==> src/sv/swmm_pkg.sv <==
// shared types and constants of the sliding window min/max pixel filter
package swmm_pkg;

    localparam int MAX_RADIUS = 32;
    localparam int WIN_DEPTH  = 64;
    localparam int EFF_RADIUS = (MAX_RADIUS < WIN_DEPTH / 2) ? MAX_RADIUS : WIN_DEPTH / 2;
    localparam int SLOT_W     = $clog2(WIN_DEPTH);

    localparam int RAD_W  = 6;
    localparam int POS_W  = 7;
    localparam int PEND_W = 6;
    localparam int LEN_W  = 7;

    localparam logic [POS_W-1:0] POS_MAX = 7'd127;

    // luma weights, 16-bit fixed point
    localparam logic [15:0] LUMA_KR    = 16'd19589;
    localparam logic [15:0] LUMA_KG    = 16'd38444;
    localparam logic [15:0] LUMA_KB    = 16'd7503;
    localparam logic [23:0] LUMA_ROUND = 24'd32768;

    // configuration register indexes
    localparam logic [1:0] CFG_RADIUS   = 2'd0;
    localparam logic [1:0] CFG_TAKE_MIN = 2'd1;
    localparam logic [1:0] CFG_TARGET   = 2'd2;

    // target channel codes
    localparam logic [1:0] TGT_ALL   = 2'd0;
    localparam logic [1:0] TGT_RGB   = 2'd1;
    localparam logic [1:0] TGT_ALPHA = 2'd2;

    typedef struct packed {
        logic [7:0]  luma;
        logic [31:0] pixel;   // alpha in [31:24], blue, green, red in [7:0]
    } t_cell_data;

    typedef struct packed {
        logic shift;    // new pixel enters at cell 0, all move one place older
        logic rotate;   // ring turns one place toward cell 0
    } t_ring_ctrl;

    typedef struct packed {
        logic valid;
        logic first;
        logic in_win;
        logic is_self;
    } t_head_ctrl;

endpackage

==> src/sv/swmm_cell.sv <==
// one window cell: holds a pixel and its luma, shifts in or rotates along the ring
module swmm_cell (
    input  logic                   i_clk,
    input  swmm_pkg::t_ring_ctrl   i_ctrl,
    input  swmm_pkg::t_cell_data   i_prev,
    input  swmm_pkg::t_cell_data   i_next,
    output swmm_pkg::t_cell_data   o_data
);
    import swmm_pkg::*;

    t_cell_data r_data;

    always_ff @(posedge i_clk) begin
        if (i_ctrl.shift) begin
            r_data <= i_prev;
        end else if (i_ctrl.rotate) begin
            r_data <= i_next;
        end
    end

    assign o_data = r_data;

endmodule

==> config.mk <==
export PLATFORM = sky130hd
export DESIGN_NAME = swmm_cell
export DESIGN_NICKNAME = d
export VERILOG_FILES = /design/src/sv/swmm_pkg.sv /design/src/sv/swmm_cell.sv
export SDC_FILE = /design/constraint.sdc
export NUM_CORES = 1
export LEC_CHECK = 0
export ABC_AREA = 0
export BUFFER_PORTS_ARGS = -buffer_cell sky130_fd_sc_hd__buf_2
export CELL_PAD_IN_SITES_DETAIL_PLACEMENT = 1
export CELL_PAD_IN_SITES_GLOBAL_PLACEMENT = 1
export CORE_MARGIN = 10
export CORE_UTILIZATION = 33
export DETAILED_ROUTE_END_ITERATION = 8
export PLACE_DENSITY_LB_ADDON = 0.05
export SLEW_MARGIN = 20
export SYNTH_ARGS = -nofsm -noshare
export SYNTH_HDL_FRONTEND = slang
export SYNTH_SLANG_ARGS = --single-unit
==> constraint.sdc <==
create_clock -name i_clk -period 2 [get_ports i_clk]
set_clock_uncertainty 0.1 [all_clocks]
set_input_delay 0.1 -clock i_clk [delete_from_list [all_inputs] [get_ports i_clk]]
set_output_delay 0.1 -clock i_clk [all_outputs]
set_load 0.02 [all_outputs]
==> flow_summary.ini <==
[clocking]
clk_pin_slew_ps = 70
clockBufferDepth = 2
cts_tree = yes
post_cts_buffers = 0
cts_buffers = 5
cts_hold_buf = 2
cts_resized = 0
cts-root-buf = clkbuf_8
cts_sinks = 40
htreeDepth = 2

[timing]
finalHoldViolCount = 0
worst-slew-pin-transition_ps = 934
period_minus_slack_ps = 1130
final_max_slew_viol_count = 0
fmax_ghz = 0.885
setup_viol = 0
rsz0062_at_grt = no
tns_ps = 0
slew_headroom_pct = 37.7
fin_crit_sh_pct = 56.5

[power_and_ir_drop]
pwr_density_cell_nw_per_um2 = 751
p_comb_share_pct = 22.9
p_leak_uw = 0.00129
p_int_uw = 1490
pwr-share-seq_pct = 52.5
power_uw = 2000
switchingPower_uw = 507
peakVddDrop_uv = 324
clkPwrFrac_pct = 24.6
swShare_pct = 25.4

[drt]
vias = 1255
first_pass_iters = 4
drc_errors = 0
ant_nets = 0
vias_per_cell = 4.31
wire_per_inst_um = 18.0
routed_wl_mm = 5.23
drt_iter0_markers = 22

[synth]
synth_top_area_share_pct = 63.4
synth_edf_count = 40
syn_nets = 169
synth_area_um2 = 1900
synth_most_common_cell = edfxtp_1
syn_area_per_cell_um2 = 22.0
synth_ff_type = edfxtp_1
ys_ff_latch = 40
synth_area_leaders = edfxtp_1, mux2_4, buf_12
ys_seq_area_share_pct = 63.4
async_flop_share_pct = 0
yosysTopAreaCell = edfxtp_1
ys_types = 6
syn_inst = 86
synth_common_cells = edfxtp_1, mux2_4, buf_12
yosysWarnings = 0

[cells_and_area]
layout-drive-gt1-share_pct = 77.6
postLayoutCoreUtil_pct = 48.0
final_cells = 291
syn2layout_area_growth_pct = 40.3
largest_reg_flops = 40
final_net_count = 301
diodes = 0
fillerInstances = 598

[worst_hold_path]
holdCritPathClass = in -> reg
holdPathEnd = o_data[3]$_DFFE_PP_
min_path_cells = 2
worst_hold_startpoint = i_prev[3]

[worst_setup_path]
required_ps = 1810
worstSetupPathType = in -> reg
end_kind = register
cpPeakStageDelay_ps = 730
arrival_ps = 940
start_kind = input pin
cpLargestDelayFamily = simple AND/OR/NAND/NOR gates
path_buf_inv = 1
cp_slowest_cell = or2_2
crit_chain = buf_2 -> or2_2
worstPathMaxFanout = 40

[floorplanning]
ios = 123
core.rowCount = 27
core_um2 = 5540
die_w_um = 95.8
start_util_pct = 34.2
die_area_um2 = 9180
fp.dieH_um = 95.8

[global_route]
grt_start_max_net_pins = 41
grt_pass1_vias = 1523
antenna_found_initial = 0
grt_use_total_pct = 11.1
grt_pass1_wl_mm = 7.66
grt_overflow = 0

[job]
cap_violations = 0

[placed_design]
io_buffers = 122
hpwlAfterDp_mm = 4.30
place_inst = 277
gp_congestion = 0.795

[run_status]
status = finished clean
[per-stage QoR]
step | instance area (um2) | setup slack [ps] | hold WS [ps]
floorplan | 1900 | 202 | 217
global placement | 2520 | 583 | 300
detailed placement | 2520 | 555 | 305
CTS | 2620 | 866 | 0.284
global route | 2660 | 776 | 0.384
finish | 2660 | 870 | 11.0
[layer usage]
metal | global-route usage (%) | routed length [um] | vias to the layer above
met5 | 0 | 0 | -
met4 | 3.19 | 65 | 0
met2 | 20.5 | 2780 | 77
met1 | 9.96 | 1670 | 574
met3 | 6.85 | 716 | 7
li1 | - | - | 597
[cell families after synthesis]
family,after synthesis,synth area share [%]
flops,40,63.4
buf+inv,5,4.82
simple gates,1,0.330
mux,40,31.5
[cell usage in the layout (no fill, tap or decap)]
cell / count
clkbuf_1: 2
mux2_2: 1
or2_2: 1
edfxtp_1: 40
dlygate4sd3_1: 6
buf_2: 122
buf_4: 2
clkbuf_8: 5
clkinv_1: 1
mux2_4: 39
[power groups by stage]
stage	Clock (uW)	Sequential, uW	Combinational [uW]
floorplan	0	1200	152
global placement	0	1060	448
detailed placement	0	1070	458
CTS	516	1050	463
global route	555	1060	493
finish	492	1050	458
[area by class of cell]
| cell class | instances | area (um2) | share of cell area (%) |
|---|---|---|---|
| multi-input combinational | 41 | 603 | 22.7 |
| timing repair buffer | 130 | 686 | 25.8 |
| sequential | 40 | 1200 | 45.2 |
| clock inverter | 1 | 3.75 | 0.141 |
| clock buffer | 7 | 76.3 | 2.87 |
| tap | 72 | 90.1 | 3.39 |
[worst max path at each step]
stage | startpoint | to | slack (ps) | depth (start not counted)
2_1_floorplan | i_ctrl[1] | o_data[0]$_DFFE_PP_ | 200 | 3
3_3_place_gp | i_ctrl[1] | o_data[5]$_DFFE_PP_ | 580 | 2
3_5_place_dp | i_ctrl[1] | o_data[39]$_DFFE_PP_ | 560 | 2
4_1_cts | i_ctrl[1] | o_data[13]$_DFFE_PP_ | 870 | 2
5_1_grt | i_ctrl[1] | o_data[17]$_DFFE_PP_ | 780 | 2
6_report | i_ctrl[1] | o_data[13]$_DFFE_PP_ | 870 | 2
(Power assumes the default switching activity.)
