### src/sv/swmm_pkg.sv
// shared types and constants of the sliding window min/max pixel filter
package swmm_pkg;

    localparam int MAX_RADIUS = 32;
    localparam int WIN_DEPTH  = 64;
    localparam int EFF_RADIUS = (MAX_RADIUS < WIN_DEPTH / 2) ? MAX_RADIUS : WIN_DEPTH / 2;
    localparam int SLOT_W     = $clog2(WIN_DEPTH);

    localparam int RAD_W  = 6;
    localparam int POS_W  = 7;
    localparam int PEND_W = 6;
    localparam int LEN_W  = 7;

    localparam logic [POS_W-1:0] POS_MAX = 7'd127;

    // luma weights, 16-bit fixed point
    localparam logic [15:0] LUMA_KR    = 16'd19589;
    localparam logic [15:0] LUMA_KG    = 16'd38444;
    localparam logic [15:0] LUMA_KB    = 16'd7503;
    localparam logic [23:0] LUMA_ROUND = 24'd32768;

    // configuration register indexes
    localparam logic [1:0] CFG_RADIUS   = 2'd0;
    localparam logic [1:0] CFG_TAKE_MIN = 2'd1;
    localparam logic [1:0] CFG_TARGET   = 2'd2;

    // target channel codes
    localparam logic [1:0] TGT_ALL   = 2'd0;
    localparam logic [1:0] TGT_RGB   = 2'd1;
    localparam logic [1:0] TGT_ALPHA = 2'd2;

    typedef struct packed {
        logic [7:0]  luma;
        logic [31:0] pixel;   // alpha in [31:24], blue, green, red in [7:0]
    } t_cell_data;

    typedef struct packed {
        logic shift;    // new pixel enters at cell 0, all move one place older
        logic rotate;   // ring turns one place toward cell 0
    } t_ring_ctrl;

    typedef struct packed {
        logic valid;
        logic first;
        logic in_win;
        logic is_self;
    } t_head_ctrl;

endpackage

### src/sv/swmm_luma.sv
// luma of an incoming pixel: registered weighted products, rounded sum
module swmm_luma (
    input  logic       i_clk,
    input  logic       i_en,
    input  logic [7:0] i_red,
    input  logic [7:0] i_green,
    input  logic [7:0] i_blue,
    output logic [7:0] o_luma
);
    import swmm_pkg::*;

    logic [22:0] r_prod_r;
    logic [23:0] r_prod_g;
    logic [20:0] r_prod_b;
    logic [23:0] w_sum;

    always_ff @(posedge i_clk) begin
        if (i_en) begin
            r_prod_r <= 23'(24'(LUMA_KR) * 24'(i_red));
            r_prod_g <= 24'(LUMA_KG) * 24'(i_green);
            r_prod_b <= 21'(24'(LUMA_KB) * 24'(i_blue));
        end
    end

    // the sum never exceeds 255 * 65536 + 32768, so 24 bits hold it
    assign w_sum  = 24'(r_prod_r) + r_prod_g + 24'(r_prod_b) + LUMA_ROUND;
    assign o_luma = w_sum[23:16];

endmodule

### config.mk
export PLATFORM = sky130hd
export DESIGN_NAME = swmm_luma
export DESIGN_NICKNAME = d
export VERILOG_FILES = /design/src/sv/swmm_pkg.sv /design/src/sv/swmm_luma.sv
export SDC_FILE = /design/constraint.sdc
export NUM_CORES = 1
export LEC_CHECK = 0
export BUFFER_PORTS_ARGS = -buffer_cell sky130_fd_sc_hd__buf_2
export CELL_PAD_IN_SITES_DETAIL_PLACEMENT = 0
export CELL_PAD_IN_SITES_GLOBAL_PLACEMENT = 1
export CORE_MARGIN = 2
export CORE_UTILIZATION = 52
export DETAILED_ROUTE_END_ITERATION = 7
export PLACE_DENSITY_LB_ADDON = 0.1
export REMOVE_ABC_BUFFERS = 1
export SLEW_MARGIN = 20
export SYNTH_ARGS = -nofsm -noshare
export SYNTH_HDL_FRONTEND = slang
export SYNTH_SLANG_ARGS = --single-unit
### constraint.sdc
create_clock -name i_clk -period 5.2 [get_ports i_clk]
set_input_delay 0.78 -clock i_clk [delete_from_list [all_inputs] [get_ports i_clk]]
set_output_delay 0.78 -clock i_clk [all_outputs]
set_load 0.03 [all_outputs]
==> results of run 1 <==
==> cell families (layout without fill, tap and decap cells) <==
family | Yosys count | count (layout) | share of synthesized area
DFF | 66 | 66 | 0.2279
AOI/OAI and AO/OA | 154 | 154 | 0.1242
xor gates and xnor gates | 55 | 55 | 0.05539
buffers and inverters | 133 | 183 | 0.05740
adders and majority gates | 291 | 291 | 0.4825
muxes | 1 | 1 | 0.001151
and+or+nand+nor | 92 | 92 | 0.05150
==> layout make-up <==
class / instances / area share
clock buffer: 10 / 0.02413
timing repair buffer: 34 / 0.01820
sequential: 66 / 0.2089
multi-input combinational: 593 / 0.6551
inverter: 133 / 0.05261
tap: 220 / 0.02901
clock inverter: 6 / 0.01213
==> worst paths after layout <==
path,end,slack [ps],cells after the start
setup / recovery,r_prod_b[19],460,16
hold / removal,r_prod_r[0],780,1
==> layout by cell type, fill, tap and decap left out, types with 10 or more instances in the layout <==
master      n
a21oi_1    40
ha_1      217
nor2_1     24
o21a_1     10
o21ai_0    31
inv_1     133
o21bai_1   12
xor2_1     14
edfxtp_1   66
nand2_1    21
xnor2_1    41
buf_2      33
a21o_1     16
fa_1       74
==> sequential cells by signal (all words and copies together), names as in the netlist <==
register	flops
r_prod_g	22
r_prod_r	23
r_prod_b	21
==> per-layer routing <==
| layer | vias to the layer above | share of wire |
|---|---|---|
| met1 | 2738 | 0.46 |
| met3 | 10 | 0.025 |
| met4 | 0 | 0.015 |
| met5 | - | 0 |
| met2 | 71 | 0.50 |
| li1 | 2892 | - |
==> Yosys cell counts, types with 3 or more instances <==
cell,n
and3_1,4
and2_1,5
nand3_1,9
nand2b_1,5
inv_1,133
ha_1,217
nand2_1,21
edfxtp_1,66
o21ai_1,5
o21bai_1,12
a211oi_1,6
xor2_1,14
a31oi_1,5
a21oi_1,40
nand4_1,6
nor3_1,8
a21o_1,16
nor2_1,24
fa_1,74
xnor2_1,41
o21ai_0,31
o21a_1,10
nor4_1,3
==> per-stage QoR <==
| stage | area (sq um) | util | hold slack [ps] | instances | worst slack [ps] |
|---|---|---|---|---|---|
| 2_1_floorplan | 8697 | - | 878.9 | 792 | 555.3 |
| 3_3_place_gp | 9145 | 0.5554 | 1123 | 1046 | 220.6 |
| 3_5_place_dp | 9145 | 0.5554 | 1133 | 1046 | 99.06 |
| 4_1_cts | 9489 | 0.5763 | 783.4 | 1062 | 466.1 |
| 5_1_grt | 9489 | 0.5763 | 788.8 | 1062 | 157.5 |
| 6_report | 9489 | 0.5763 | 776.2 | 1062 | 461.7 |
==> out/metrics.cfg, run 1 <==
[run_status]
status = finished, final reports clean

[clock_tree]
cts-resized-gates = 0
numCtsBuffers = 9
clockBufferDepth = 2
cts.clk_slew.worst_paths_ps = 60
ctsHoldBuffers = 0
cts_sinks = 66
root_buffer = clkbuf_16
cts_setup_buffers = 0
h-tree-depth = 3
cts_tree = done

[logic_synthesis]
synth_area_leader_cell = ha_1
yosysWarningCount = 0
synth_area_leaders = ha_1, edfxtp_1, fa_1
yosysSeqAreaShare = 0.2279
synth-seq-cells = 66
syn_area_per_cell_sq_um = 10.98
synth_cells = 792
syn-cell-area_sq_um = 8697
synth_ff_type = edfxtp_1
async_flop_share = 0
yosysUniqueCellTypes = 50
yosysTopAreaCellShare = 0.3122
synth_edf_count = 66

[setup_path]
crit_path_top_delay_cell = fa_1
path_class = primary input to flop
path_cells = buf_2 -> fa_1 -> inv_1 -> fa_1 -> inv_1 -> fa_1 -> inv_1 -> fa_1 -> inv_1 -> ha_1 -> nand2_1 -> o21bai_1 -> a211oi_1 -> nor3_1 -> o21ai_0 -> xor2_1
arrival_ps = 4810
cp-startpoint = i_blue[5]
cpPeakStageDelay_ps = 640
worstSetupEndpointType = flop
critPathLaunchType = primary input
critical_path_buf_inv_count = 5
crit_family = adder cells
critical_path_peak_fanout = 6
critPathRequiredTime_ps = 5270

[global_route]
grt_max_degree = 52
grt_overflow = 0
grt_pass1_wl_mm = 28.87
top_usage_layer = met2
track_usage = 0.2055
met3_usage = 0.02702
grt_pass1_vias = 6011
antenna_found_initial = 0
grt_use_met2 = 0.3634
grt_util_met1 = 0.2680

[final_layout]
n_fill_cell = 1460
syn_to_final_growth_pct = 9.107
nNetsFinal = 1154
drive_above_1_share = 0.07957
regArea_sq_um = 1982
n_antenna_cell = 0
multiInputGateArea_sq_um = 6216

[timing]
period_needed_ps = 4738
rsz0062_at_grt = false
fmax_ghz = 0.2110
worst_pin_slew_ps = 636.8
post-route-period-util = 0.9112
hold_viol = 0
maxSlewHeadroom = 0.5755
drv_slew = 0
tns_ps = 0
setup-violations-final = 0

[die]
core_area_sq_um = 16470
pin_count = 34
die_area_sq_um = 17780
die_y_microns = 133.3
die-width_microns = 133.3
start_util = 0.5282
num_rows = 47

[min_path]
hp-start = i_red[0]
min_path_type = primary input to flop

[routing]
drc = 0
drt-initial-drc-count = 259
drtPass1Iterations = 4
postRouteAntennaNets = 0
vias = 5711
wl_per_cell_microns = 16.08
vias_per_cell = 5.378
routed_wl_mm = 17.07

[run]
cap_violations = 0

[place]
routabilityCongestion = 0.8911
portBuffers = 33
dpl.hpwl_mm = 14.85

Power of run 1 is not shown: default switching activity piles up to over one toggle a cycle in this logic, so the estimate is an artifact.
==> run 2: changes to the inputs <==
clock period = 5.1 ns   (was 5.2 ns; I/O delays follow)
==> run 2 against run 1 <==
  * Setup slack got worse by 110 ps
  * Utilization decreased by 0.11 points
  * Non-clock buffer count increased by 1
  * First-iteration DRC count decreased by 19%
  * Via count increased by 0.65%
  * Flip-flop and latch count unchanged
  * Critical path depth unchanged
  * Wire length increased by 0.24%
  * Clock-buffer cell count decreased by 1
==> out/metrics.cfg, run 2 (same netlist as run 1, synthesis figures left out) <==
[global_route]
antenna_found_initial = 0
grt_pass1_wl_mm = 28.46
track_usage = 0.2029
grt_overflow = 0
grt_max_degree = 52
grt_pass1_vias = 5917

[clock_tree]
clockBufferDepth = 2
h-tree-depth = 3
ctsHoldBuffers = 0
root_buffer = clkbuf_16
cts.clk_slew.worst_paths_ps = 60
numCtsBuffers = 9
cts-resized-gates = 0
cts_sinks = 66
cts_setup_buffers = 0
cts_tree = done

[setup_path]
worstSetupEndpointType = flop
critical_path_peak_fanout = 6
cpPeakStageDelay_ps = 650
crit_path_top_delay_cell = fa_1
arrival_ps = 4800
critPathRequiredTime_ps = 5150
critical_path_buf_inv_count = 5
crit_family = adder cells
critPathLaunchType = primary input
path_class = primary input to flop
path_cells = buf_2 -> fa_1 -> inv_1 -> fa_1 -> inv_1 -> fa_1 -> inv_1 -> fa_1 -> inv_1 -> ha_1 -> nand2_1 -> o21bai_1 -> a211oi_1 -> o41ai_2 -> mux2i_1 -> o221ai_1

[timing]
maxSlewHeadroom = 0.5760
post-route-period-util = 0.9310
rsz0062_at_grt = false
period_needed_ps = 4748
setup-violations-final = 0
whs_ps = 757.5
hold_viol = 0
worst_pin_slew_ps = 636.1
drv_slew = 0
fmax_ghz = 0.2106

[min_path]
min_path_type = primary input to flop

[final_layout]
reg.largest.list = r_prod_r x23, r_prod_g x22, r_prod_b x21
n_antenna_cell = 0
regMostFlops = r_prod_r
post-route-util = 0.5752
final_common_cell = ha_1
syn_to_final_growth_pct = 8.891
fin_area_sq_um = 9470
largest_register_ffs = 23
final_cell_mix = ha_1, inv_1, fa_1
nNetsFinal = 1155
drive_above_1_share = 0.08076

[die]
num_rows = 47
die_area_sq_um = 17780
pin_count = 34
start_util = 0.5282
die-width_microns = 133.3
core_area_sq_um = 16470
die_y_microns = 133.3

[run_status]
status = finished, final reports clean

[place]
portBuffers = 33
placed_cell_area_sq_um = 9153
routabilityCongestion = 0.9026
dpl.hpwl_mm = 14.99

[routing]
vias_per_cell = 5.412
postRouteAntennaNets = 0
vias = 5748
routed_wl_mm = 17.11
drtPass1Iterations = 4
drc = 0
drt-initial-drc-count = 211
wl_per_cell_microns = 16.11

[run]
cap_violations = 0

run 2: metrics by stage:
stage / cells / setup slack [ps] / TNS, ps
3_3_place_gp: 1047 / 131.2 / 0
2_1_floorplan: 792 / 470.3 / 0
6_report: 1062 / 351.8 / 0
3_5_place_dp: 1047 / -7.254 / -7.254
4_1_cts: 1062 / 353.9 / 0
5_1_grt: 1062 / 133.5 / 0
run 2: layout make-up:
type | count | area [sq um]
clock inverter | 6 | 92.59
inverter | 133 | 499.2
tap | 220 | 275.3
sequential | 66 | 1982
timing repair buffer | 35 | 180.2
clock buffer | 9 | 225.2
multi-input combinational | 593 | 6216
fill | 1486 | 6995
run 2: final timing paths:
| check | start | end | cells after the start |
|---|---|---|---|
| hold / removal | i_red[0] | r_prod_r[0] | 1 |
| setup / recovery | i_blue[5] | r_prod_b[17] | 16 |
run 2: routing by layer:
layer  vias to the layer above  routed length (microns)  GRT usage
li1                       2884                        -          -
met4                         0                      161    0.03191
met1                      2803                     8062     0.2713
met2                        49                     8581     0.3585
met5                         -                        0          0
met3                        12                      308    0.02816
Power of run 2 is left out for the same reason.
==> run 3: changes to the inputs <==
CORE_UTILIZATION = 40   (was 52)
GPL_ROUTABILITY_DRIVEN = 1   (was unset)
==> run 3 against run 2 <==
  * Flip-flop and latch count stayed put
  * Final area is 0.40% higher
  * Fmax is 1.1% higher
  * Final cell count is 5.3% higher
  * Non-clock buffer count stayed put
  * Sequential share of layout area is 0.083 points lower
  * Setup slack better by 53 ps
  * Wire length is 1.4% higher
  * Global-route usage is 3.8 points lower
  * Utilization is 13 points lower
  * Die area is 29% higher
  * Critical path depth stayed put
  * Highest routed layer unchanged
==> out/metrics.cfg, run 3 (same netlist as run 1, synthesis figures left out) <==
[routing]
wl_per_cell_microns = 15.52
vias = 5682
vias_per_cell = 5.082
drtPass1Iterations = 5
drc = 0
routed_wl_mm = 17.35
postRouteAntennaNets = 0
drt-initial-drc-count = 236

[place]
dp_slack_ps = 45.35
dpl.hpwl_mm = 15.23
routabilityCongestion = 0.8638
portBuffers = 33

[setup_path]
critPathRequiredTime_ps = 5160
path_cells = buf_2 -> fa_1 -> inv_1 -> fa_1 -> inv_1 -> fa_1 -> inv_1 -> fa_1 -> inv_1 -> ha_1 -> nand2_1 -> o21bai_1 -> a211oi_1 -> o41ai_2 -> mux2i_1 -> o221ai_1
arrival_ps = 4760
cpPeakStageDelay_ps = 650
critPathLaunchType = primary input
path_class = primary input to flop
critical_path_peak_fanout = 6
worstSetupEndpointType = flop
crit_path_top_delay_cell = fa_1

[clock_tree]
h-tree-depth = 3
ctsHoldBuffers = 0
cts_setup_buffers = 0
cts_tree = done
cts-resized-gates = 0
root_buffer = clkbuf_16
clockBufferDepth = 2
cts_sinks = 66
numCtsBuffers = 9
cts.clk_slew.worst_paths_ps = 60

[timing]
post-route-period-util = 0.9207
period_needed_ps = 4696
setup-violations-final = 0
tns_ps = 0
finalWorstSetupSlack_ps = 404.5
fmax_ghz = 0.2130
maxSlewHeadroom = 0.4417
hold_viol = 0
rsz0062_at_grt = false
drv_slew = 0
worst_pin_slew_ps = 837.5

[die]
die-width_microns = 151.5
start_util = 0.4111
num_rows = 53
pin_count = 34
die_y_microns = 151.5
die_area_sq_um = 22940
core_area_sq_um = 21150

[global_route]
track_usage = 0.1651
grt_overflow = 0
grt_max_degree = 67
grt_pass1_vias = 5966
grt_pass1_wl_mm = 29.27
antenna_found_initial = 0

[final_layout]
post-route-util = 0.4495
largest_register_ffs = 23
drive_above_1_share = 0.08185
syn_to_final_growth_pct = 9.322
n_fill_cell = 2020
final_common_cell = ha_1
reg.largest.list = r_prod_r x23, r_prod_g x22, r_prod_b x21
regMostFlops = r_prod_r
n_antenna_cell = 0
final_cell_mix = ha_1, inv_1, fa_1
nNetsFinal = 1155

[min_path]
min_path_type = primary input to flop

[run_status]
status = finished, final reports clean

[run]
cap_violations = 0

run 3: cell types whose count changed in the layout (fill, tap and decap cells not counted), sizes merged:
cell,change
inv,+3
bufinv,-2
run 3: layout make-up:
type	count	area, sq um	share of cell area
clock inverters	7	61.31	0.006448
repair buffers	35	180.2	0.01895
flip-flops and latches	66	1982	0.2084
well taps	275	344.1	0.03619
multi-input cells	593	6216	0.6538
inverters	133	499.2	0.05251
clock buffers	9	225.2	0.02369
run 3: worst paths after layout:
path	startpoint	endpoint	slack, ps	cells past startpoint
worst min-delay path	i_red[1]	r_prod_r[1]	770	1
worst max-delay path	i_blue[5]	r_prod_b[17]	400	16
run 3: routing by layer:
| metal | global-route usage | wire length (microns) |
|---|---|---|
| met1 | 0.2196 | 8340 |
| met5 | 0 | 0 |
| met4 | 0.03551 | 235 |
| met3 | 0.02246 | 337 |
| met2 | 0.2873 | 8436 |
run 3: through the flow:
stage                     cells  hold WS, ps  cell area [sq um]
after floorplan             792        863.9               8697
after global placement     1102         1104               9221
after detailed placement   1102         1113               9221
after CTS                  1118        757.9               9508
after global routing       1118        762.7               9508
final                      1118        768.0               9508
run 3: worst max-delay path: cells and delay by family:
family,cells,cell delay (ps)
AND/OR/NAND/NOR,1,90
multiplexers,1,150
buffers and inverters,5,370
AO/OA/AOI/OAI,4,870
adder cells (fa/ha/maj),5,2520
Power of run 3 is left out for the same reason.
