## src/sv/swmm_pkg.sv

```systemverilog
// shared types and constants of the sliding window min/max pixel filter
package swmm_pkg;

    localparam int MAX_RADIUS = 32;
    localparam int WIN_DEPTH  = 64;
    localparam int EFF_RADIUS = (MAX_RADIUS < WIN_DEPTH / 2) ? MAX_RADIUS : WIN_DEPTH / 2;
    localparam int SLOT_W     = $clog2(WIN_DEPTH);

    localparam int RAD_W  = 6;
    localparam int POS_W  = 7;
    localparam int PEND_W = 6;
    localparam int LEN_W  = 7;

    localparam logic [POS_W-1:0] POS_MAX = 7'd127;

    // luma weights, 16-bit fixed point
    localparam logic [15:0] LUMA_KR    = 16'd19589;
    localparam logic [15:0] LUMA_KG    = 16'd38444;
    localparam logic [15:0] LUMA_KB    = 16'd7503;
    localparam logic [23:0] LUMA_ROUND = 24'd32768;

    // configuration register indexes
    localparam logic [1:0] CFG_RADIUS   = 2'd0;
    localparam logic [1:0] CFG_TAKE_MIN = 2'd1;
    localparam logic [1:0] CFG_TARGET   = 2'd2;

    // target channel codes
    localparam logic [1:0] TGT_ALL   = 2'd0;
    localparam logic [1:0] TGT_RGB   = 2'd1;
    localparam logic [1:0] TGT_ALPHA = 2'd2;

    typedef struct packed {
        logic [7:0]  luma;
        logic [31:0] pixel;   // alpha in [31:24], blue, green, red in [7:0]
    } t_cell_data;

    typedef struct packed {
        logic shift;    // new pixel enters at cell 0, all move one place older
        logic rotate;   // ring turns one place toward cell 0
    } t_ring_ctrl;

    typedef struct packed {
        logic valid;
        logic first;
        logic in_win;
        logic is_self;
    } t_head_ctrl;

endpackage

```

## src/sv/swmm_head.sv

```systemverilog
// head of the ring: running extreme of luma and alpha, and capture of the center pixel
module swmm_head (
    input  logic                 i_clk,
    input  swmm_pkg::t_head_ctrl i_ctrl,
    input  logic                 i_take_min,
    input  swmm_pkg::t_cell_data i_head,
    output logic [23:0]          o_best_rgb,
    output logic [7:0]           o_best_alpha,
    output logic [31:0]          o_self
);
    import swmm_pkg::*;

    logic [7:0]  r_best_luma;
    logic [23:0] r_best_rgb;
    logic [7:0]  r_best_alpha;
    logic [31:0] r_self;
    logic [7:0]  w_alpha;
    logic        w_luma_wins;
    logic        w_alpha_wins;

    assign w_alpha = i_head.pixel[31:24];

    // cells arrive newest first, so only a strictly better one replaces the best
    assign w_luma_wins  = i_take_min ? (i_head.luma < r_best_luma) : (i_head.luma > r_best_luma);
    assign w_alpha_wins = i_take_min ? (w_alpha < r_best_alpha) : (w_alpha > r_best_alpha);

    always_ff @(posedge i_clk) begin
        if (i_ctrl.valid && i_ctrl.in_win) begin
            if (i_ctrl.first || w_luma_wins) begin
                r_best_luma <= i_head.luma;
                r_best_rgb  <= i_head.pixel[23:0];
            end
            if (i_ctrl.first || w_alpha_wins) begin
                r_best_alpha <= w_alpha;
            end
        end
        if (i_ctrl.valid && i_ctrl.is_self) begin
            r_self <= i_head.pixel;
        end
    end

    assign o_best_rgb   = r_best_rgb;
    assign o_best_alpha = r_best_alpha;
    assign o_self       = r_self;

endmodule

```

## config.mk

```make
export PLATFORM = sky130hd
export DESIGN_NAME = swmm_head
export DESIGN_NICKNAME = d
export VERILOG_FILES = /design/src/sv/swmm_pkg.sv /design/src/sv/swmm_head.sv
export SDC_FILE = /design/constraint.sdc
export NUM_CORES = 1
export LEC_CHECK = 0
export BUFFER_PORTS_ARGS = -buffer_cell sky130_fd_sc_hd__buf_2
export CAP_MARGIN = 20
export CORE_ASPECT_RATIO = 0.8
export CORE_MARGIN = 8
export CORE_UTILIZATION = 42
export CTS_CLUSTER_SIZE = 40
export DETAILED_ROUTE_END_ITERATION = 10
export PLACE_DENSITY = 0.84
export SLEW_MARGIN = 20
export SYNTH_ARGS = -nofsm -noshare
export SYNTH_HDL_FRONTEND = slang
export SYNTH_SLANG_ARGS = --single-unit
export TNS_END_PERCENT = 100
```

## constraint.sdc

```tcl
create_clock -name i_clk -period 2.4 [get_ports i_clk]
set_input_delay 0.36 -clock i_clk [delete_from_list [all_inputs] [get_ports i_clk]]
set_output_delay 0.36 -clock i_clk [all_outputs]
set_load 0.02 [all_outputs]
```

==> results by group, run 1 <==
Run status
  – Run status: finished, final reports clean

Layout
  – Final Core Density: 57.3%
  – Layout net count: approximately 320
  – Final Non-Filler Cells: about 350
  – Syn-to-layout area delta: 35.5%
  – Share of layout cells above drive strength 1: 51.5%
  – Most common cell after layout, fill and taps aside: buf_2
  – Ant diodes: 0
  – Commonest non-fill, non-tap cells in the layout: buf_2, edfxtp_1, inv_1, ha_1, clkbuf_8

Power
  – Maximum vdd drop: 379 uV
  – P per Cell Area: 809 nW/um2
  – Power Total: a little under 3 mW
  – Pleak: 1.51 nW

Synthesis
  – Proportion of netlist area held by the largest area contributor: 81.9%
  – Sequential share of the synthesized area: around 82%
  – Syn_area_per_cell: 19.8 um2
  – Post-Syn Instances: 133
  – Post-synth top area cell: edfxtp_1
  – Flops & latches, synth: 72
  – Syn nets: 195
  – Synth cell types: 15
  – Post-Syn Area: between 2000 and 3000 um2
  – Synth area leaders: edfxtp_1, ha_1, inv_1
  – Warnings from Yosys: 0

Placed design
  – Hpwl dp: 4290 um
  – GPL Wtd Cong: 0.734
  – Port bufs: 109
  – Placed cells: 330

Clock network
  – H-tree depth: 3
  – Max clock buf depth: 2
  – Postcts setup bufs: 0
  – CTS buffer count: 9
  – Clock-pin slew on the worst setup and hold paths: 80 ps
  – Post-CTS Resized: 0
  – CTS tree: done
  – Clk sinks: 72
  – Clk root buf: clkbuf_8
  – Worst skew pair latency: 340 ps
  – Hold buffers post-CTS: 0

STA
  – Fin. max-slew vios: 0
  – RSZ-0062 raised after global routing: no
  – Setup TNS after final layout: 0 ps
  – Endpoints failing setup: 0
  – Slew @ Worst Pin: 393 ps
  – Final hold vios: 0
  – Slew margin rel.: 73.8%
  – Clock skew: 6.71 ps
  – Tcrit/Tclk final: about 88%
  – Tmin final: 2110 ps
  – Hold slack: 203 ps
  – F_max: 473 MHz

Setup path
  – CP Buf/Inv Count: 2
  – Worst path cell trace: inv_1 > ha_1 > a21oi_1 > a21boi_0 > o31a_1 > o311a_2 > buf_12
  – CP top delay family: compound AO/OA/AOI/OAI gates
  – Worst path required time: approximately 2500 ps
  – Kind of end point of the critical path: flip-flop
  – Critical Path Fanout Max: 27
  – Worst path slowest cell: o311a_2
  – Arrival @ worst endpoint: between 2000 and 2500 ps
  – WS Path Type: flip-flop to flip-flop
  – Worst path max stage delay: 410 ps
  – Startpoint Class: flip-flop

Drt
  – DR vias/cell: roughly 4.6
  – Routed Antenna Nets: 0
  – First drt pass iteration count: 4
  – Number of DRC markers in iteration 0: 46
  – Vias: 1,585
  – Final WL: 5510 um
  – Avg WL per Cell: 15.9 um
  – DRC: 0

Floorplanning
  – Die Span Y: 86.9 um
  – Die Width: 105 um
  – Row count: 26
  – # IOs: 110
  – CORE AREA: 6250 um2
  – Die Footprint: between 9000 and 10,000 um2
  – Starting density of the core: 42.2%

Run
  – Max_cap viols: 0

Global route
  – Vias in the first global route: 1,741
  – Largest net degree at the start of global routing: 28
  – Initial antenna violation count: 0
  – Global-route wire length before repair: ~8700 um
  – Total gr overflow: 0
  – Gr usage total: 12.5%

Worst hold path
  – Tightest Hold Check Type: input pin to flip-flop
==> worst register-to-register path: stages, from the launching register on <==
cell,delay [ps]
edfxtp_1,360
inv_1,60
ha_1,250
a21oi_1,160
a21boi_0,140
o31a_1,290
o311a_2,410
buf_12,180
==> metrics by stage <==
stage | area, um2 | worst slack (ps)
after global routing | 3580 | 136
after floorplan | 2640 | 255
after global placement | 3330 | 200
after CTS | 3580 | 261
after detailed placement | 3330 | 162
final | 3580 | 288
==> power by group <==
part,internal (mW),switching [mW]
sequential,1.46,0.0156
clock,0.696,0.440
combinational,0.104,0.179
==> flip-flops by register name (all words and copies together) (netlist names) <==
name / cells
o_self: 32
o_best_rgb: 24
o_best_alpha: 8
r_best_luma: 8
==> kinds of logic after synthesis <==
kind of cell,count (synthesis),synth area share (%)
compound gates,14,4.36
fa+ha+maj,16,7.59
buf+inv,16,2.28
flops,72,81.9
simple gates,15,3.84
==> area by class of cell <==
cell class	instances	area (um2)
clock inverters	6	115
flip-flops and latches	72	2160
well taps	84	105
multi-input cells	45	418
inverters	16	60.1
clock buffers	10	128
fillers	529	2670
repair buffers	113	588
==> cell usage after synthesis <==
| master | n |
|---|---|
| a21boi_0 | 2 |
| a21oi_2 | 2 |
| and2_1 | 1 |
| o211ai_2 | 2 |
| nand4_1 | 4 |
| o31a_1 | 2 |
| nand3_1 | 2 |
| a21oi_1 | 4 |
| nor4b_1 | 2 |
| edfxtp_1 | 72 |
| nor2_1 | 4 |
| ha_1 | 16 |
| nor2b_4 | 2 |
| inv_1 | 16 |
| o311a_1 | 2 |
==> final timing paths <==
check | slack (ps) | startpoint | depth (start not counted) | endpoint
worst max-delay path | 290 | r_best_luma[6] | 7 | o_best_rgb[9]
worst min-delay path | 200 | i_head[13] | 1 | o_self[13]
worst max register to register | 290 | r_best_luma[6] | 7 | o_best_rgb[9]
worst min register to register | 1230 | r_best_luma[7] | 5 | o_best_rgb[13]
==> metal layers <==
| layer | wire (um) | track usage (%) | share of wire (%) | vias up |
|---|---|---|---|---|
| li1 | - | - | - | 762 |
| met1 | 2150 | 12.8 | 39 | 738 |
| met2 | 2580 | 19.6 | 47 | 75 |
| met3 | 685 | 8.21 | 12 | 10 |
| met4 | 94 | 5.94 | 1.7 | 0 |
| met5 | 0 | 0 | 0 | - |
Note: power is estimated with default switching activity, not from simulation.
==> inputs of run 2 (changes only) <==
CORE_ASPECT_RATIO = not set   (was 0.8)
SLEW_MARGIN = not set   (was 20)
==> run 2 against run 1 <==
Critical path depth is 1 higher. Register-to-register slack lost 20 ps. Worst setup slack worse by 17 ps. Global-route usage shrank 0.12 points. Non-clock buffer count shrank 1. Via count fell by 0.76%. Clock skew increased by 1.3 ps. Largest cell class unchanged. First-iteration DRC count is 41% lower. Critical endpoint is now o_best_rgb[16]. Maximum frequency shrank 0.78%. Die area decreased by 0.17%.
==> results by group, run 2 (synthesized netlist as in run 1, its figures left out) <==
Run status
  – Run status: finished, final reports clean (unchanged)

Clock network
  – Clk root buf: clkbuf_8 (unchanged)
  – CTS tree: done (unchanged)
  – CTS buffer count: 9 (unchanged)
  – Max clock buf depth: 2 (unchanged)
  – Clk sinks: 72 (unchanged)
  – Hold buffers post-CTS: 0 (unchanged)
  – H-tree depth: 3 (unchanged)
  – Worst skew pair latency: 340 ps (about the same)
  – Postcts setup bufs: 0 (unchanged)
  – Post-CTS Resized: 0 (unchanged)
  – Clock-pin slew on the worst setup and hold paths: 70 ps (was 80 ps)

Placed design
  – Dpl ws: 175 ps (was 162 ps)
  – Port bufs: 109 (unchanged)
  – Placed cells: 322 (was 330)
  – Hpwl dp: 4280 um (was 4290 um)
  – GPL Wtd Cong: 0.732 (was 0.734)
  – Area after DPL: 3320 um2 (was 3330 um2)

STA
  – RSZ-0062 raised after global routing: no (unchanged)
  – Slew @ Worst Pin: 414 ps (was 393 ps)
  – Final worst slack: 271 ps (was 288 ps)
  – Endpoints failing setup: 0 (unchanged)
  – Hold slack: 209 ps (was 203 ps)
  – Clock skew: 7.96 ps (was 6.71 ps)
  – Final hold vios: 0 (unchanged)
  – Fin. max-slew vios: 0 (unchanged)
  – Setup TNS after final layout: 0 ps (unchanged)
  – Tcrit/Tclk final: 88.7% (was 88.0%)
  – F_max: 470 MHz (was 473 MHz)
  – Tmin final: 2130 ps (was 2110 ps)
  – Slew margin rel.: 72.4% (was 73.8%)

Drt
  – Vias: 1,573 (was 1,585)
  – DR vias/cell: 4.67 (was 4.58)
  – Number of DRC markers in iteration 0: 27 (was 46)
  – Avg WL per Cell: 16.4 um (was 15.9 um)
  – Routed Antenna Nets: 0 (unchanged)
  – DRC: 0 (unchanged)
  – Final WL: 5530 um (was 5510 um)
  – First drt pass iteration count: 4 (unchanged)

Setup path
  – Worst path slowest cell: o311a_2 (unchanged)
  – Worst path cell trace: inv_1 > ha_1 > nor2b_4 > o211ai_2 > a21oi_2 > o31a_1 > o311a_2 > buf_12 (was inv_1 > ha_1 > a21oi_1 > a21boi_0 > o31a_1 > o311a_2 > buf_12)
  – Startpoint Class: flip-flop (unchanged)
  – Worst path required time: 2480 ps (was 2500 ps)
  – WS Path Type: flip-flop to flip-flop (unchanged)
  – R2R setup slack: 270 ps (was 290 ps)
  – FF-to-FF End: o_best_rgb[16] (was o_best_rgb[9])
  – Worst R2R Path Depth: 8 (was 7)
  – Kind of end point of the critical path: flip-flop (unchanged)
  – Arrival @ worst endpoint: 2210 ps (about the same)
  – R2r startpoint: r_best_luma[1] (was r_best_luma[6])
  – CP Buf/Inv Count: 2 (unchanged)
  – Critical Path Fanout Max: 28 (was 27)
  – CP top delay family: compound AO/OA/AOI/OAI gates (unchanged)
  – Worst path max stage delay: 410 ps (about the same)
  – Worst setup startpoint: r_best_luma[1] (was r_best_luma[6])

Run
  – Max_cap viols: 0 (unchanged)

Layout
  – Most common cell after layout, fill and taps aside: buf_2 (unchanged)
  – Syn-to-layout area delta: 35.4% (was 35.5%)
  – Max reg flops: 32 (unchanged)
  – Ant diodes: 0 (unchanged)
  – Final Non-Filler Cells: 337 (was 346)
  – Fillers: 498 (was 529)
  – Final instance area: 3570 um2 (was 3580 um2)
  – Final Core Density: 57.6% (was 57.3%)
  – Layout net count: 318 (was 319)
  – Commonest non-fill, non-tap cells in the layout: buf_2, edfxtp_1, inv_1, ha_1, clkbuf_8 (unchanged)
  – Share of layout cells above drive strength 1: 51.2% (was 51.5%)

Power
  – Maximum vdd drop: 381 uV (was 379 uV)
  – Seq pwr share: 49.7% (was 51.0%)
  – NetSw: 618 uW (was 634 uW)
  – P per Cell Area: 831 nW/um2 (was 809 nW/um2)
  – Power Total: 2.97 mW (was 2.89 mW)
  – Combinational Power Share: 9.4% (was 9.8%)
  – Internal power: 2.35 mW (was 2.26 mW)
  – Pleak: 1.52 nW (was 1.51 nW)
  – Switching Fraction: 20.8% (was 21.9%)
  – Part of the power in the clock network: 40.8% (was 39.2%)

Global route
  – Vias in the first global route: 1,682 (was 1,741)
  – Largest net degree at the start of global routing: 30 (was 28)
  – Total gr overflow: 0 (unchanged)
  – Gr usage total: 12.4% (was 12.5%)
  – Global-route wire length before repair: 8160 um (was 8690 um)
  – Initial antenna violation count: 0 (unchanged)

Floorplanning
  – Die Span Y: 95.3 um (was 86.9 um)
  – Die Footprint: 9080 um2 (was 9090 um2)
  – # IOs: 110 (unchanged)
  – CORE AREA: 6200 um2 (was 6250 um2)
  – Die Width: 95.3 um (was 105 um)
  – Row count: 29 (was 26)
  – Starting density of the core: 42.5% (was 42.2%)

Worst hold path
  – Worst Hold Path EP: o_self[19] (was o_self[13])
  – Hold path cells: 1 (unchanged)
  – Min-delay src: i_head[19] (was i_head[13])
  – Tightest Hold Check Type: input pin to flip-flop (unchanged)
run 2: how the worst max path moves through the flow:
stage,endpoint,depth (start not counted)
6_report,o_best_rgb[16],8
5_1_grt,o_best_alpha[2],6
4_1_cts,o_best_rgb[3],8
3_5_place_dp,o_best_rgb[18],8
3_3_place_gp,o_best_rgb[21],8
2_1_floorplan,o_best_rgb[0],6
run 2: layer usage:
layer | share of wire, % | vias to the layer above | GRT usage (%)
met5 | 0 | - | 0
met4 | 1.3 | 0 | 6.24
met3 | 13 | 7 | 7.01
met2 | 47 | 76 | 19.0
met1 | 38 | 731 | 13.5
li1 | - | 759 | -
run 2: area by class of cell:
| class | instances | area, um2 | area share [%] |
|---|---|---|---|
| well taps | 77 | 96.3 | 2.70 |
| repair buffers | 112 | 581 | 16.2 |
| multi-input cells | 45 | 418 | 11.7 |
| flip-flops and latches | 72 | 2160 | 60.5 |
| clock inverters | 6 | 133 | 3.71 |
| clock buffers | 9 | 124 | 3.47 |
| inverters | 16 | 60.1 | 1.68 |
run 2: worst register-to-register path, delay by kind of cell (launching register included):
family                   cells  cell delay (ps)
flip-flops                   1              380
adder cells (fa/ha/maj)      1              230
AO/OA/AOI/OAI                4              880
AND/OR/NAND/NOR              1              130
buffers and inverters        2              240
run 2: power groups by stage:
stage	Combinational, mW	Sequential [mW]	Clock (mW)
floorplan	0.0725	1.59	0
CTS	0.286	1.48	1.25
global route	0.306	1.48	1.30
detailed placement	0.285	1.51	0
global placement	0.279	1.50	0
finish	0.280	1.48	1.21
==> inputs of run 3 (changes only) <==
GPL_TIMING_DRIVEN = 0   (was not set)
==> run 3 against run 2 <==
Critical endpoint is now o_best_rgb[14]. Die area stayed put. Wire length up 1.7%. Clock power decreased by 35%. Via count is the same. Maximum frequency shrank 4.3%. Critical path depth fell by 1. Clock skew hardly changed. Critical path type unchanged. Core utilization fell by 2.0 points.
==> results by group, run 3 (synthesized netlist as in run 1, its figures left out) <==
Drt
  – Routed Antenna Nets: 0 (unchanged)
  – Avg WL per Cell: 16.8 um (was 16.4 um)
  – Vias: 1,573 (unchanged)
  – Number of DRC markers in iteration 0: 40 (was 27)
  – Final WL: 5630 um (was 5530 um)
  – First drt pass iteration count: 4 (unchanged)
  – DRC: 0 (unchanged)
  – DR vias/cell: 4.70 (was 4.67)

Setup path
  – Kind of end point of the critical path: flip-flop (unchanged)
  – Worst path slowest cell: o311a_4 (was o311a_2)
  – Worst path max stage delay: 490 ps (was 410 ps)
  – Worst path required time: 2380 ps (was 2480 ps)
  – Startpoint Class: flip-flop (unchanged)
  – R2r startpoint: r_best_luma[1] (unchanged)
  – Worst R2R Path Depth: 7 (was 8)
  – Worst path cell trace: inv_1 > ha_1 > nor2b_4 > o211ai_2 > a21oi_2 > nor4b_1 > o311a_4 (was inv_1 > ha_1 > nor2b_4 > o211ai_2 > a21oi_2 > o31a_1 > o311a_2 > buf_12)
  – WS Path Type: flip-flop to flip-flop (unchanged)
  – FF-to-FF End: o_best_rgb[14] (was o_best_rgb[16])
  – Arrival @ worst endpoint: 2210 ps (about the same)
  – R2R setup slack: 180 ps (was 270 ps)
  – Critical Path Fanout Max: 32 (was 28)

Floorplanning
  – # IOs: 110 (unchanged)
  – Die Footprint: 9080 um2 (unchanged)
  – Die Width: 95.3 um (unchanged)
  – Die Span Y: 95.3 um (unchanged)
  – Row count: 29 (unchanged)
  – CORE AREA: 6200 um2 (unchanged)
  – Starting density of the core: 42.5% (unchanged)

Clock network
  – H-tree depth: 3 (unchanged)
  – Max clock buf depth: 2 (unchanged)
  – Clock-pin slew on the worst setup and hold paths: 70 ps (about the same)
  – Worst skew pair latency: 340 ps (about the same)
  – CTS tree: done (unchanged)
  – Clk root buf: clkbuf_8 (unchanged)
  – Postcts setup bufs: 0 (unchanged)
  – CTS buffer count: 9 (unchanged)
  – Clk sinks: 72 (unchanged)

Worst hold path
  – Min-delay src: i_head[21] (was i_head[19])
  – Hold path cells: 1 (unchanged)
  – Worst Hold Path EP: o_best_rgb[21] (was o_self[19])
  – Tightest Hold Check Type: input pin to flip-flop (unchanged)

Global route
  – Gr usage total: 12.0% (was 12.4%)
  – Total gr overflow: 0 (unchanged)
  – Vias in the first global route: 1,623 (was 1,682)
  – Largest net degree at the start of global routing: 33 (was 30)
  – Initial antenna violation count: 0 (unchanged)
  – Global-route wire length before repair: 8020 um (was 8160 um)

Layout
  – Final instance area: 3450 um2 (was 3570 um2)
  – Syn-to-layout area delta: 30.7% (was 35.4%)
  – Commonest non-fill, non-tap cells in the layout: buf_2, edfxtp_1, inv_1, ha_1, clkbuf_8 (unchanged)
  – Most common cell after layout, fill and taps aside: buf_2 (unchanged)
  – Ant diodes: 0 (unchanged)
  – Fillers: 501 (was 498)
  – Final Non-Filler Cells: 335 (was 337)
  – Share of layout cells above drive strength 1: 50.0% (was 51.2%)
  – Layout net count: 315 (was 318)
  – Max reg flops: 32 (unchanged)

Power
  – Power Total: 2.54 mW (was 2.97 mW)
  – Maximum vdd drop: 353 uV (was 381 uV)
  – P per Cell Area: 737 nW/um2 (was 831 nW/um2)
  – Pleak: 1.45 nW (was 1.52 nW)

STA
  – Final hold vios: 0 (unchanged)
  – Slew margin rel.: 48.9% (was 72.4%)
  – F_max: 449 MHz (was 470 MHz)
  – RSZ-0062 raised after global routing: no (unchanged)
  – Slew @ Worst Pin: 767 ps (was 414 ps)
  – Tmin final: 2220 ps (was 2130 ps)
  – Fin. max-slew vios: 0 (unchanged)
  – Endpoints failing setup: 0 (unchanged)
  – Clock skew: 7.76 ps (was 7.96 ps)
  – Tcrit/Tclk final: 92.7% (was 88.7%)

Placed design
  – Area after DPL: 3280 um2 (was 3320 um2)
  – Port bufs: 109 (unchanged)
  – Hpwl dp: 4250 um (was 4280 um)
  – GPL Wtd Cong: 0.774 (was 0.732)
  – Placed cells: 319 (was 322)

Run
  – Max_cap viols: 0 (unchanged)

Run status
  – Run status: finished, final reports clean (unchanged)
-- run 3: metal layers --
metal / routed length, um / vias up / GRT usage (%) / share of wire, %
li1: - / 757 / - / -
met1: 2280 / 728 / 13.3 / 40
met2: 2600 / 77 / 19.3 / 46
met3: 640 / 11 / 5.04 / 11
met4: 104 / 0 / 6.63 / 1.8
met5: 0 / - / 0 / 0
-- run 3: what timing repair did --
action / CTS / global route
gates resized for setup: 1 / 0
hold buffers: 0 / 0
endpoints found under the setup margin: 32 / 0
-- run 3: critical path: cells and delay by family (launching register included) --
kind                     cells  cell delay (ps)
AO/OA/AOI/OAI                3              740
adder cells (fa/ha/maj)      1              230
buffers and inverters        1               60
flip-flops                   1              370
AND/OR/NAND/NOR              2              440
-- run 3: worst max path at each step --
| stage | from | endpoint | slack (ps) | cells past startpoint |
|---|---|---|---|---|
| final | r_best_luma[1] | o_best_rgb[14] | 180 | 7 |
| after global routing | r_best_luma[6] | r_best_luma[5] | 10 | 6 |
| after CTS | r_best_luma[1] | o_best_rgb[14] | 140 | 7 |
| after detailed placement | i_head[33] | o_best_rgb[19] | -200 | 7 |
| after global placement | i_head[33] | o_best_rgb[19] | -110 | 7 |
| after floorplan | i_head[33] | o_best_rgb[0] | 260 | 6 |
-- run 3: per-stage QoR --
| step | setup WS [ps] | setup TNS, ps | util [%] | hold WS, ps |
|---|---|---|---|---|
| 4_1_cts | 143 | 0 | 55.6 | 195 |
| 3_3_place_gp | -112 | -3490 | 52.9 | 549 |
| 6_report | 175 | 0 | 55.6 | 211 |
| 3_5_place_dp | -197 | -6210 | 52.9 | 552 |
| 5_1_grt | 11.1 | 0 | 55.6 | 197 |
| 2_1_floorplan | 255 | 0 | - | 459 |
-- run 3: area by class of cell --
| type | count | area (um2) | area share [%] |
|---|---|---|---|
| sequential | 72 | 2160 | 62.7 |
| timing repair buffer | 109 | 546 | 15.8 |
| clock inverter | 4 | 21.3 | 0.617 |
| tap | 77 | 96.3 | 2.79 |
| clock buffer | 12 | 135 | 3.92 |
| inverter | 16 | 60.1 | 1.74 |
| multi-input combinational | 45 | 429 | 12.4 |
-- run 3: where the power goes --
part	internal, mW	total, mW	switching, mW
sequential	1.46	1.48	0.0165
combinational	0.0983	0.277	0.179
clock	0.369	0.788	0.418
total	1.93	2.54	0.614
